## config.mk

```make
export PLATFORM = sky130hd
export DESIGN_NAME = programmable_interval_timer
export DESIGN_NICKNAME = d
export VERILOG_FILES = /design/src/design/pit_pkg.sv /design/src/design/programmable_interval_timer.sv /design/src/design/pit_core.sv
export SDC_FILE = /design/constraint.sdc
export NUM_CORES = 2
export LEC_CHECK = 0
export ABC_AREA = 1
export BUFFER_PORTS_ARGS = -buffer_cell sky130_fd_sc_hd__buf_2
export CAP_MARGIN = 5
export CELL_PAD_IN_SITES_DETAIL_PLACEMENT = 1
export CELL_PAD_IN_SITES_GLOBAL_PLACEMENT = 1
export CORE_MARGIN = 3
export CORE_UTILIZATION = 39
export DETAILED_ROUTE_END_ITERATION = 7
export GPL_TIMING_DRIVEN = 0
export PLACE_DENSITY_LB_ADDON = 0.3
export SLEW_MARGIN = 5
export SYNTH_ARGS = -nofsm -noshare
export SYNTH_HDL_FRONTEND = slang
export SYNTH_HIERARCHICAL = 1
export SYNTH_SLANG_ARGS = --single-unit
```

## constraint.sdc

```tcl
create_clock -name clk -period 8.06 [get_ports clk]
set_input_delay 2.015 -clock clk [delete_from_list [all_inputs] [get_ports clk]]
set_output_delay 2.015 -clock clk [all_outputs]
set_load 0.01 [all_outputs]
```

## src/design/pit_pkg.sv

```systemverilog
// Shared types and constants for the three-channel interval timer.
// No dependencies; the top level and pit_core refer to it by scoped names.
package pit_pkg;

	localparam int NUM_CHANNELS = 3;
	localparam int CH_W = 2;

	localparam logic [16:0] FULL_COUNT = 17'h10000;
	localparam int PIT_FREQ = 1193182;
	localparam logic [16:0] FALLBACK_COUNT = 17'((PIT_FREQ + 50) / 100);
	localparam logic [7:0] MISC_OUT2 = 8'h20;
	localparam logic [7:0] BYTE_MASK = 8'hff;

	localparam logic [1:0] CMD_TICK  = 2'd0;
	localparam logic [1:0] CMD_WRITE = 2'd1;
	localparam logic [1:0] CMD_READ  = 2'd2;

	localparam logic [2:0] PORT_CTRL = 3'd3;
	localparam logic [2:0] PORT_MISC = 3'd4;

	localparam logic [2:0] MODE_0 = 3'd0;
	localparam logic [2:0] MODE_1 = 3'd1;
	localparam logic [2:0] MODE_2 = 3'd2;
	localparam logic [2:0] MODE_3 = 3'd3;
	localparam logic [2:0] MODE_4 = 3'd4;
	localparam logic [2:0] MODE_5 = 3'd5;
	localparam logic [2:0] MODE_6 = 3'd6;

	localparam logic [1:0] RW_LATCH = 2'd0;
	localparam logic [1:0] RW_BOTH  = 2'd3;
	localparam logic [1:0] SEL_READBACK = 2'd3;

	typedef struct packed {
		logic [1:0] cmd;
		logic [2:0] port_sel;
		logic [2:0] access_bytes;
		logic [7:0] wdata;
	} item_t;

	typedef struct packed {
		logic [7:0] rdata;
		logic       access_error;
		logic       irq_pulse;
	} result_t;

endpackage

```

## src/design/programmable_interval_timer.sv

```systemverilog
// Top level of the three-channel interval timer: input and result registers.
// Depends on pit_pkg and pit_core.
//
// Takes one word per clock while req_stall is low: a tick, a port write or a port
// read, and returns exactly one result word for each. A word is taken into the
// input register, worked through the combinational channel logic in pit_core
// and written to the result register when that register is free or being read,
// so a new word can follow every cycle unless rsp_stall holds a full result;
// req_stall rises only while the result register is full and rsp_stall holds
// it. Counts are 16-bit binary, LSB then MSB, modes 0, 2, 3 and 4; a tick
// advances every loaded channel by one count.
module programmable_interval_timer (
	input  logic       clk,
	input  logic       arst_n,
	input  logic       req_valid,
	output logic       req_stall,
	input  logic [1:0] cmd,
	input  logic [2:0] port_sel,
	input  logic [2:0] access_bytes,
	input  logic [7:0] wdata,
	output logic       rsp_valid,
	input  logic       rsp_stall,
	output logic [7:0] rdata,
	output logic       access_error,
	output logic       irq_pulse
);

	pit_pkg::item_t   item_s1;
	logic             valid_s1;
	pit_pkg::result_t result_q;
	logic             rsp_valid_q;
	pit_pkg::result_t core_result;
	logic             advance;

	assign advance = valid_s1 && (!rsp_valid_q || !rsp_stall);
	assign req_stall = valid_s1 && !advance;

	always_ff @(posedge clk or negedge arst_n) begin
		if (!arst_n) begin
			valid_s1 <= 1'b0;
		end else if (req_valid && !req_stall) begin
			valid_s1 <= 1'b1;
		end else if (advance) begin
			valid_s1 <= 1'b0;
		end
	end

	always_ff @(posedge clk) begin
		if (req_valid && !req_stall) begin
			item_s1 <= '{cmd: cmd, port_sel: port_sel, access_bytes: access_bytes, wdata: wdata};
		end
	end

	pit_core u_core (
		.clk    (clk),
		.arst_n (arst_n),
		.en     (advance),
		.item   (item_s1),
		.result (core_result)
	);

	always_ff @(posedge clk or negedge arst_n) begin
		if (!arst_n) begin
			rsp_valid_q <= 1'b0;
		end else if (advance) begin
			rsp_valid_q <= 1'b1;
		end else if (!rsp_stall) begin
			rsp_valid_q <= 1'b0;
		end
	end

	always_ff @(posedge clk) begin
		if (advance) begin
			result_q <= core_result;
		end
	end

	assign rsp_valid = rsp_valid_q;
	assign rdata = result_q.rdata;
	assign access_error = result_q.access_error;
	assign irq_pulse = result_q.irq_pulse;

endmodule

```

## src/design/pit_core.sv

```systemverilog
// Channel state and the single-pass update logic for one timer word.
// Depends on pit_pkg for the word and result types and all codes.
module pit_core (
	input  logic             clk,
	input  logic             arst_n,
	input  logic             en,
	input  pit_pkg::item_t   item,
	output pit_pkg::result_t result
);

	logic [2:0]  mode_q   [pit_pkg::NUM_CHANNELS];
	logic [16:0] reload_q [pit_pkg::NUM_CHANNELS];
	logic [7:0]  lo_q     [pit_pkg::NUM_CHANNELS];
	logic [7:0]  hi_q     [pit_pkg::NUM_CHANNELS];
	logic [1:0]  cbi_q    [pit_pkg::NUM_CHANNELS];
	logic [15:0] olatch_q [pit_pkg::NUM_CHANNELS];
	logic [1:0]  lleft_q  [pit_pkg::NUM_CHANNELS];
	logic        toggle_q [pit_pkg::NUM_CHANNELS];
	logic        null_q   [pit_pkg::NUM_CHANNELS];
	logic        stl_q    [pit_pkg::NUM_CHANNELS];
	logic [7:0]  stb_q    [pit_pkg::NUM_CHANNELS];
	logic [16:0] phase_q  [pit_pkg::NUM_CHANNELS];
	logic [15:0] rem_q    [pit_pkg::NUM_CHANNELS];
	logic        exp_q    [pit_pkg::NUM_CHANNELS];
	logic        run0_q;
	logic        pend0_q;

	logic [2:0]  n_mode   [pit_pkg::NUM_CHANNELS];
	logic [16:0] n_reload [pit_pkg::NUM_CHANNELS];
	logic [7:0]  n_lo     [pit_pkg::NUM_CHANNELS];
	logic [7:0]  n_hi     [pit_pkg::NUM_CHANNELS];
	logic [1:0]  n_cbi    [pit_pkg::NUM_CHANNELS];
	logic [15:0] n_olatch [pit_pkg::NUM_CHANNELS];
	logic [1:0]  n_lleft  [pit_pkg::NUM_CHANNELS];
	logic        n_toggle [pit_pkg::NUM_CHANNELS];
	logic        n_null   [pit_pkg::NUM_CHANNELS];
	logic        n_stl    [pit_pkg::NUM_CHANNELS];
	logic [7:0]  n_stb    [pit_pkg::NUM_CHANNELS];
	logic [16:0] n_phase  [pit_pkg::NUM_CHANNELS];
	logic [15:0] n_rem    [pit_pkg::NUM_CHANNELS];
	logic        n_exp    [pit_pkg::NUM_CHANNELS];
	logic        n_run0;
	logic        n_pend0;

	logic        cc_do  [pit_pkg::NUM_CHANNELS];
	logic        cc_lat [pit_pkg::NUM_CHANNELS];
	logic        rb_hit [pit_pkg::NUM_CHANNELS];
	logic [15:0] cv     [pit_pkg::NUM_CHANNELS];

	logic [pit_pkg::CH_W-1:0] ch_sel;
	logic [1:0]  sel;
	logic [1:0]  rw;
	logic [2:0]  m;
	logic        is_acc;
	logic        size_ok;
	logic        cw;
	logic        rd_cnt;
	logic        fire;
	logic [17:0] p;
	logic [16:0] np;
	logic [16:0] rp;
	logic [1:0]  widx;
	logic [1:0]  cbi_inc;
	logic [7:0]  new_lo;
	logic [7:0]  new_hi;
	logic        nc;
	logic        err;
	logic        irq;
	logic [7:0]  rdata;

	function automatic logic periodic(input logic [2:0] md);
		return (md == pit_pkg::MODE_2) || (md == pit_pkg::MODE_3);
	endfunction

	function automatic logic [16:0] cr_of(input logic [7:0] h, input logic [7:0] l);
		return ({h, l} == 16'd0) ? pit_pkg::FULL_COUNT : {1'b0, h, l};
	endfunction

	function automatic logic [15:0] count_value(input logic [2:0] md, input logic [16:0] init,
			input logic [16:0] ph, input logic [15:0] rm);
		logic [16:0] half;
		logic [16:0] t;
		logic [16:0] v;
		half = (init + 17'd1) >> 1;
		t = {1'b0, rm};
		if (t >= half)
			t = t - half;
		unique case (md)
			pit_pkg::MODE_2: v = init - {1'b0, rm};
			pit_pkg::MODE_3: v = {init[16:1], 1'b0} - {t[15:0], 1'b0};
			default:         v = init - ph;
		endcase
		return v[15:0];
	endfunction

	function automatic logic out_level(input logic [2:0] md, input logic ncf,
			input logic [16:0] init, input logic [16:0] ph, input logic [15:0] rm,
			input logic ex);
		logic [16:0] half;
		logic lvl;
		half = (init + 17'd1) >> 1;
		if (md == pit_pkg::MODE_0)
			lvl = ncf ? 1'b0 : ((init == 17'd0) || ex || (ph >= init));
		else if (ncf || (init == 17'd0))
			lvl = 1'b1;
		else if (md == pit_pkg::MODE_2)
			lvl = ({1'b0, rm} != (init - 17'd1));
		else if (md == pit_pkg::MODE_3)
			lvl = ({1'b0, rm} < half);
		else
			lvl = !((ph == init) && !ex);
		return lvl;
	endfunction

	always_comb begin
		n_mode = mode_q;
		n_reload = reload_q;
		n_lo = lo_q;
		n_hi = hi_q;
		n_cbi = cbi_q;
		n_olatch = olatch_q;
		n_lleft = lleft_q;
		n_toggle = toggle_q;
		n_null = null_q;
		n_stl = stl_q;
		n_stb = stb_q;
		n_phase = phase_q;
		n_rem = rem_q;
		n_exp = exp_q;
		n_run0 = run0_q;
		n_pend0 = pend0_q;
		err = 1'b0;
		irq = 1'b0;
		rdata = '0;
		fire = 1'b0;
		p = '0;
		np = '0;
		rp = '0;
		widx = '0;
		cbi_inc = '0;
		new_lo = '0;
		new_hi = '0;
		nc = 1'b0;

		ch_sel = item.port_sel[pit_pkg::CH_W-1:0];
		sel = item.wdata[7:6];
		rw = item.wdata[5:4];
		m = item.wdata[3:1];
		is_acc = (item.cmd == pit_pkg::CMD_WRITE) || (item.cmd == pit_pkg::CMD_READ);
		size_ok = (item.access_bytes == 3'd1);
		cw = (item.cmd == pit_pkg::CMD_WRITE) && (item.port_sel == pit_pkg::PORT_CTRL) && size_ok;
		rd_cnt = (item.cmd == pit_pkg::CMD_READ) && size_ok &&
			(item.port_sel < 3'(pit_pkg::NUM_CHANNELS));

		// count snapshot: fallback load, then optional latch
		for (int ch = 0; ch < pit_pkg::NUM_CHANNELS; ch++) begin
			rb_hit[ch] = cw && (sel == pit_pkg::SEL_READBACK) && item.wdata[ch + 1];
			cc_lat[ch] = rb_hit[ch] ? !item.wdata[5] :
				(cw && (sel == 2'(ch)) && (rw == pit_pkg::RW_LATCH));
			cc_do[ch] = rb_hit[ch] || cc_lat[ch] ||
				(rd_cnt && (ch_sel == 2'(ch)) && !stl_q[ch] && (lleft_q[ch] == 2'd0));
			cv[ch] = '0;
			if (cc_do[ch]) begin
				if (n_reload[ch] == 17'd0) begin
					n_reload[ch] = pit_pkg::FALLBACK_COUNT;
					n_phase[ch] = '0;
					n_rem[ch] = '0;
					n_exp[ch] = 1'b0;
				end
				cv[ch] = count_value(n_mode[ch], n_reload[ch], n_phase[ch], n_rem[ch]);
				if (cc_lat[ch] && (n_lleft[ch] == 2'd0)) begin
					n_lleft[ch] = 2'd2;
					n_olatch[ch] = cv[ch];
				end
			end
		end

		if (item.cmd == pit_pkg::CMD_TICK) begin
			for (int ch = 0; ch < pit_pkg::NUM_CHANNELS; ch++) begin
				fire = 1'b0;
				if (n_reload[ch] != 17'd0) begin
					if (periodic(n_mode[ch])) begin
						p = {1'b0, n_phase[ch]} + 18'd1;
						if (p >= {1'b0, n_reload[ch]}) begin
							n_phase[ch] = '0;
							n_rem[ch] = '0;
							fire = 1'b1;
						end else begin
							n_phase[ch] = p[16:0];
							n_rem[ch] = p[15:0];
						end
					end else begin
						if ((n_phase[ch] == n_reload[ch]) && !n_exp[ch]) begin
							n_exp[ch] = 1'b1;
							if (n_mode[ch] == pit_pkg::MODE_4)
								fire = 1'b1;
						end
						np = n_phase[ch] + 17'd1;
						rp = {1'b0, n_rem[ch]} + 17'd1;
						n_phase[ch] = np;
						if ((np == 17'd0) || (rp == n_reload[ch]))
							n_rem[ch] = '0;
						else
							n_rem[ch] = rp[15:0];
						if ((n_mode[ch] == pit_pkg::MODE_0) && !n_exp[ch] && (np == n_reload[ch]))
							fire = 1'b1;
					end
				end
				if ((ch == 0) && fire && n_run0) begin
					irq = 1'b1;
					if (n_pend0) begin
						n_pend0 = 1'b0;
						if (n_null[0] && (n_cbi[0] == 2'd2)) begin
							n_reload[0] = cr_of(n_hi[0], n_lo[0]);
							n_null[0] = 1'b0;
							n_cbi[0] = '0;
							n_phase[0] = '0;
							n_rem[0] = '0;
							n_exp[0] = 1'b0;
						end
					end
				end
			end
		end else if (is_acc) begin
			if (item.port_sel == pit_pkg::PORT_MISC) begin
				if ((item.cmd == pit_pkg::CMD_READ) && (pit_pkg::NUM_CHANNELS >= 3))
					rdata = out_level(n_mode[2], n_null[2], n_reload[2], n_phase[2],
						n_rem[2], n_exp[2]) ? pit_pkg::MISC_OUT2 : 8'd0;
			end else if (!size_ok) begin
				err = 1'b1;
			end else if (item.port_sel == pit_pkg::PORT_CTRL) begin
				if (item.cmd == pit_pkg::CMD_READ) begin
					err = 1'b1;
				end else if (sel == pit_pkg::SEL_READBACK) begin
					for (int ch = 0; ch < pit_pkg::NUM_CHANNELS; ch++) begin
						if (rb_hit[ch] && !item.wdata[4] && !n_stl[ch]) begin
							nc = ((ch == 0) && periodic(n_mode[ch])) ?
								(n_null[ch] && !n_run0) : n_null[ch];
							n_stb[ch] = {out_level(n_mode[ch], nc, n_reload[ch], n_phase[ch],
								n_rem[ch], n_exp[ch]), n_null[ch], 2'b11, n_mode[ch], 1'b0};
							n_stl[ch] = 1'b1;
						end
					end
				end else if (sel >= 2'(pit_pkg::NUM_CHANNELS)) begin
					err = 1'b1;
				end else if (rw == pit_pkg::RW_LATCH) begin
					err = 1'b0;
				end else if ((rw != pit_pkg::RW_BOTH) || (m == pit_pkg::MODE_1) ||
						(m == pit_pkg::MODE_5)) begin
					err = 1'b1;
				end else begin
					n_mode[sel] = (m >= pit_pkg::MODE_6) ? (m - 3'd4) : m;
					n_null[sel] = 1'b1;
					n_cbi[sel] = '0;
					n_lleft[sel] = '0;
					if (sel == 2'd0) begin
						n_run0 = 1'b0;
						n_pend0 = 1'b0;
					end
				end
			end else if (item.port_sel < 3'(pit_pkg::NUM_CHANNELS)) begin
				if (item.cmd == pit_pkg::CMD_READ) begin
					if (stl_q[ch_sel]) begin
						n_stl[ch_sel] = 1'b0;
						rdata = stb_q[ch_sel];
					end else if (lleft_q[ch_sel] == 2'd0) begin
						rdata = toggle_q[ch_sel] ? cv[ch_sel][15:8] : cv[ch_sel][7:0];
						n_toggle[ch_sel] = !toggle_q[ch_sel];
					end else begin
						n_lleft[ch_sel] = lleft_q[ch_sel] - 2'd1;
						rdata = (n_lleft[ch_sel] != 2'd0) ? olatch_q[ch_sel][7:0] :
							olatch_q[ch_sel][15:8];
					end
				end else begin
					widx = (cbi_q[ch_sel] >= 2'd2) ? 2'd0 : cbi_q[ch_sel];
					new_lo = (widx == 2'd0) ? item.wdata : lo_q[ch_sel];
					new_hi = (widx == 2'd0) ? hi_q[ch_sel] : item.wdata;
					n_lo[ch_sel] = new_lo;
					n_hi[ch_sel] = new_hi;
					cbi_inc = widx + 2'd1;
					n_cbi[ch_sel] = cbi_inc;
					if (cbi_inc == 2'd2) begin
						if (periodic(mode_q[ch_sel]) && (cr_of(new_hi, new_lo) == 17'd1)) begin
							n_lo[ch_sel] = '0;
							n_cbi[ch_sel] = '0;
							err = 1'b1;
						end else begin
							n_toggle[ch_sel] = 1'b0;
							n_null[ch_sel] = 1'b1;
							if ((ch_sel == 2'd0) && run0_q && periodic(mode_q[0])) begin
								n_pend0 = 1'b1;
							end else begin
								if (ch_sel == 2'd0) begin
									n_pend0 = 1'b0;
									n_run0 = 1'b1;
								end
								n_reload[ch_sel] = cr_of(new_hi, new_lo);
								n_null[ch_sel] = 1'b0;
								n_cbi[ch_sel] = '0;
								n_phase[ch_sel] = '0;
								n_rem[ch_sel] = '0;
								n_exp[ch_sel] = 1'b0;
							end
						end
					end
				end
			end else begin
				err = 1'b1;
			end
		end

		result.rdata = err ? 8'd0 : (rdata & pit_pkg::BYTE_MASK);
		result.access_error = err;
		result.irq_pulse = irq;
	end

	always_ff @(posedge clk or negedge arst_n) begin
		if (!arst_n) begin
			for (int ch = 0; ch < pit_pkg::NUM_CHANNELS; ch++) begin
				mode_q[ch] <= '0;
				reload_q[ch] <= '0;
				lo_q[ch] <= '0;
				hi_q[ch] <= '0;
				cbi_q[ch] <= '0;
				olatch_q[ch] <= '0;
				lleft_q[ch] <= '0;
				toggle_q[ch] <= 1'b0;
				null_q[ch] <= 1'b0;
				stl_q[ch] <= 1'b0;
				stb_q[ch] <= '0;
				phase_q[ch] <= '0;
				rem_q[ch] <= '0;
				exp_q[ch] <= 1'b0;
			end
			run0_q <= 1'b0;
			pend0_q <= 1'b0;
		end else if (en) begin
			mode_q <= n_mode;
			reload_q <= n_reload;
			lo_q <= n_lo;
			hi_q <= n_hi;
			cbi_q <= n_cbi;
			olatch_q <= n_olatch;
			lleft_q <= n_lleft;
			toggle_q <= n_toggle;
			null_q <= n_null;
			stl_q <= n_stl;
			stb_q <= n_stb;
			phase_q <= n_phase;
			rem_q <= n_rem;
			exp_q <= n_exp;
			run0_q <= n_run0;
			pend0_q <= n_pend0;
		end
	end

endmodule

```

==> metrics.cfg <==
[power]
power-per-cell-area_nw_per_um2 = 326.4
p_clk_share_pct = 15.3
switching_share_pct = 56.00
internal_power_mw = 6.176
p_leak_nw = 21.15
switching_power_mw = 7.861
power_frac_comb_pct = 68.4
sequentialPowerShare_pct = 16.3
peakVddDrop_uv = 168.8

[setup_path]
worstPathMaxFanout = 10
crit_top_cell = nand2_1
cp_slowest_cell = o32ai_2
critPathCaptureType = flop
max_stage_delay_ps = 690
arrival_ps = 8230
path_class = flop to flop
r2r_cells = 39
cp.required_ps = 8510
crit_path_start_kind = flop

[clock_tree]
holdBufCountCts = 0
clock_path_buffers = 3
clkSinkCount = 327
clk_latency_ps = 640
clk_pin_slew_worst_paths_ps = 60
cts_tree = built
root_buffer = clkbuf_16
htree_levels = 2
numCtsBuffers = 44

[synthesis]
async_reset_ff_share_pct = 92.05
ys_warn_count = 6
yosysTopAreaCellShare_pct = 19.26
synth_nets = 6541
syn-mean-instance-area_um2 = 6.310
ys_seq_area_share_pct = 21.26
ys.flop_type = dfrtp_1
yosysUniqueCellTypes = 79
yosys-top-cells-area = dfrtp_1 19%, nand2_1 14%, ha_1 10%
synthesis.area_um2 = 39110
synth_edf_count = 26
synth_seq_cells = 327
synth_top_area_cell = dfrtp_1
synthCells = 6197

[sta]
worst_slew_pin_slew_ps = 1544
final_hold_viol_count = 0
slew_viol_final = 11
max_freq_mhz = 128.6
skew_ps = 38.25
finalSetupViolations = 0
fin_crit_ps = 7777
rsz0062_at_grt = true
relSlewSlack_pct = -2.954
fin_crit_sh_pct = 96.49
setup_tns_ps = 0

[finish]
seqCellArea_um2 = 8313
drive_gt1_share_pct = 7.601
layout.nets = 6638
utilization_pct = 43.51
syn_to_final_growth_pct = 9.986
layout_commonest_cell = nand2_1
multiInputGateArea_um2 = 26810
final_cell_mix = 1,411 x nand2_1, 741 x inv_1, 592 x nor2_1
n_fill_cell = 13310

[place]
port_buffers = 31
dp_hpwl_um = 159600
gp_congestion = 1.009

[drt]
vias_per_cell = 6.077
routed_wl_um = 200000
drt_iter0_markers = 4808
ant_nets = 0
firstDrtPassIters = 6
drc_errors = 0
vias = 46290
wl_per_cell_um = 26.26

[floorplan]
io_pins = 32
start_util_pct = 39.56
rows = 115
die_h_um = 322.7
die_x_um = 322.7
die_area_um2 = 104100
core_um2 = 98850

[global_routing]
grt_pass1_vias = 45540
grt_max_degree = 92
track_usage_pct = 37.42
grt_remaining_overflow = 0
grt_antenna_before_repair = 4
grt_pass1_wl_um = 293000

[worst_hold_path]
holdCritPathClass = flop to flop
whs_path_depth = 2

[status]
status = finished with violations
violations = max-capacitance violations, max-slew violations

[job]
max_cap_viol_count = 1

sequential cells by signal, indices dropped and copies added, names as in the netlist, 3 cells and up, named ones only:
register         flops
item_s1             16
rdata                8
u_core/cbi_q         6
u_core/exp_q         3
u_core/hi_q         24
u_core/lleft_q       6
u_core/lo_q         24
u_core/mode_q        9
u_core/olatch_q     48
u_core/phase_q      51
u_core/reload_q     51
u_core/rem_q        48
u_core/stb_q        18
u_core/stl_q         3
u_core/toggle_q      3
power groups by stage:
| stage | clock network (mW) | registers (mW) | logic (mW) |
|---|---|---|---|
| global route | 2.23 | 2.29 | 10.5 |
| global placement | 0 | 2.28 | 8.79 |
| CTS | 2.17 | 2.26 | 9.18 |
| detailed placement | 0 | 2.28 | 9.02 |
| floorplan | 0 | 2.10 | 6.19 |
| finish | 2.15 | 2.29 | 9.60 |
worst max-delay path: cells and delay by family (launching register included):
family                     cells  cell delay, ps
AOI/OAI and AO/OA              7            1670
DFF                            1             360
buffers and inverters          8            1400
and+or+nand+nor               20            2960
adders and majority gates      3            1060
xor gates and xnor gates       1             100
per-stage QoR:
stage | hold WS (ps) | cells | cell area [um^2] | total power [mW] | setup slack, ps
3_5_place_dp | 464.3 | 7520 | 40990 | 11.31 | -832.0
5_1_grt | 498.5 | 7615 | 43000 | 15.07 | -87.34
6_report | 472.8 | 7618 | 43010 | 14.04 | 282.9
4_1_cts | 479.6 | 7602 | 42630 | 13.61 | -64.23
2_1_floorplan | 419.4 | 6197 | 39110 | 8.290 | 1900
3_3_place_gp | 454.3 | 7515 | 40870 | 11.07 | -1675
layout make-up:
type                       count  share of cell area (%)
inverter                     807                   7.151
buffer                       262                   2.976
antenna                        3                 0.01745
clock inverter                24                  0.7302
sequential                   327                   19.33
timing repair buffer          51                  0.9193
clock buffer                  56                   2.804
tap                         1287                   3.744
multi-input combinational   4801                   62.33
cells in the mapped netlist, types with 35 or more instances:
master and n:
a21oi_1 497, a31oi_1 100, clkbuf_1 169, dfrtp_1 301
ha_1 315, inv_1 742, inv_2 49, nand2_1 1415
nand2_2 40, nand3_1 428, nand4_1 118, nor2_1 599
nor3_1 126, o21ai_0 503, o21ai_1 37, o22ai_1 35
xnor2_1 36, xor2_1 138
per-layer routing:
| layer | up-vias | GRT usage (%) | share of wire (%) |
|---|---|---|---|
| met5 | - | 0 | 0.014 |
| met4 | 4 | 24.38 | 7.5 |
| met3 | 585 | 7.222 | 8.4 |
| met2 | 2121 | 57.47 | 43 |
| met1 | 22600 | 47.99 | 41 |
| li1 | 20980 | - | - |
repair_timing:
item	CTS	global route
setup buffers	2	12
endpoints found under the setup margin	13	21
pin swaps	1	6
cloned	0	0
gates resized for setup	33	80
path summary, 6_finish.rpt:
path	from	end	slack, ps
worst max-delay path	u_core/reload_q[49]	rdata[5]	280
worst min-delay path	u_core/stb_q[13]	u_core/stb_q[13]	470
worst max register to register	u_core/reload_q[49]	rdata[5]	280
worst min register to register	u_core/stb_q[13]	u_core/stb_q[13]	470
max in group asynchronous	arst_n	u_core/rem_q[11]	4900
min in group asynchronous	arst_n	u_core/rem_q[25]	1370
cell families after synthesis:
family          after synthesis  synth area share, %
simple gates               2909                33.02
compound gates             1382                19.77
buf+inv                    1069                11.01
flops                       327                21.26
fa+ha+maj                   324                10.54
xor+xnor                    181                4.271
mux                           5               0.1344
Note: power is estimated with default switching activity, not from simulation.
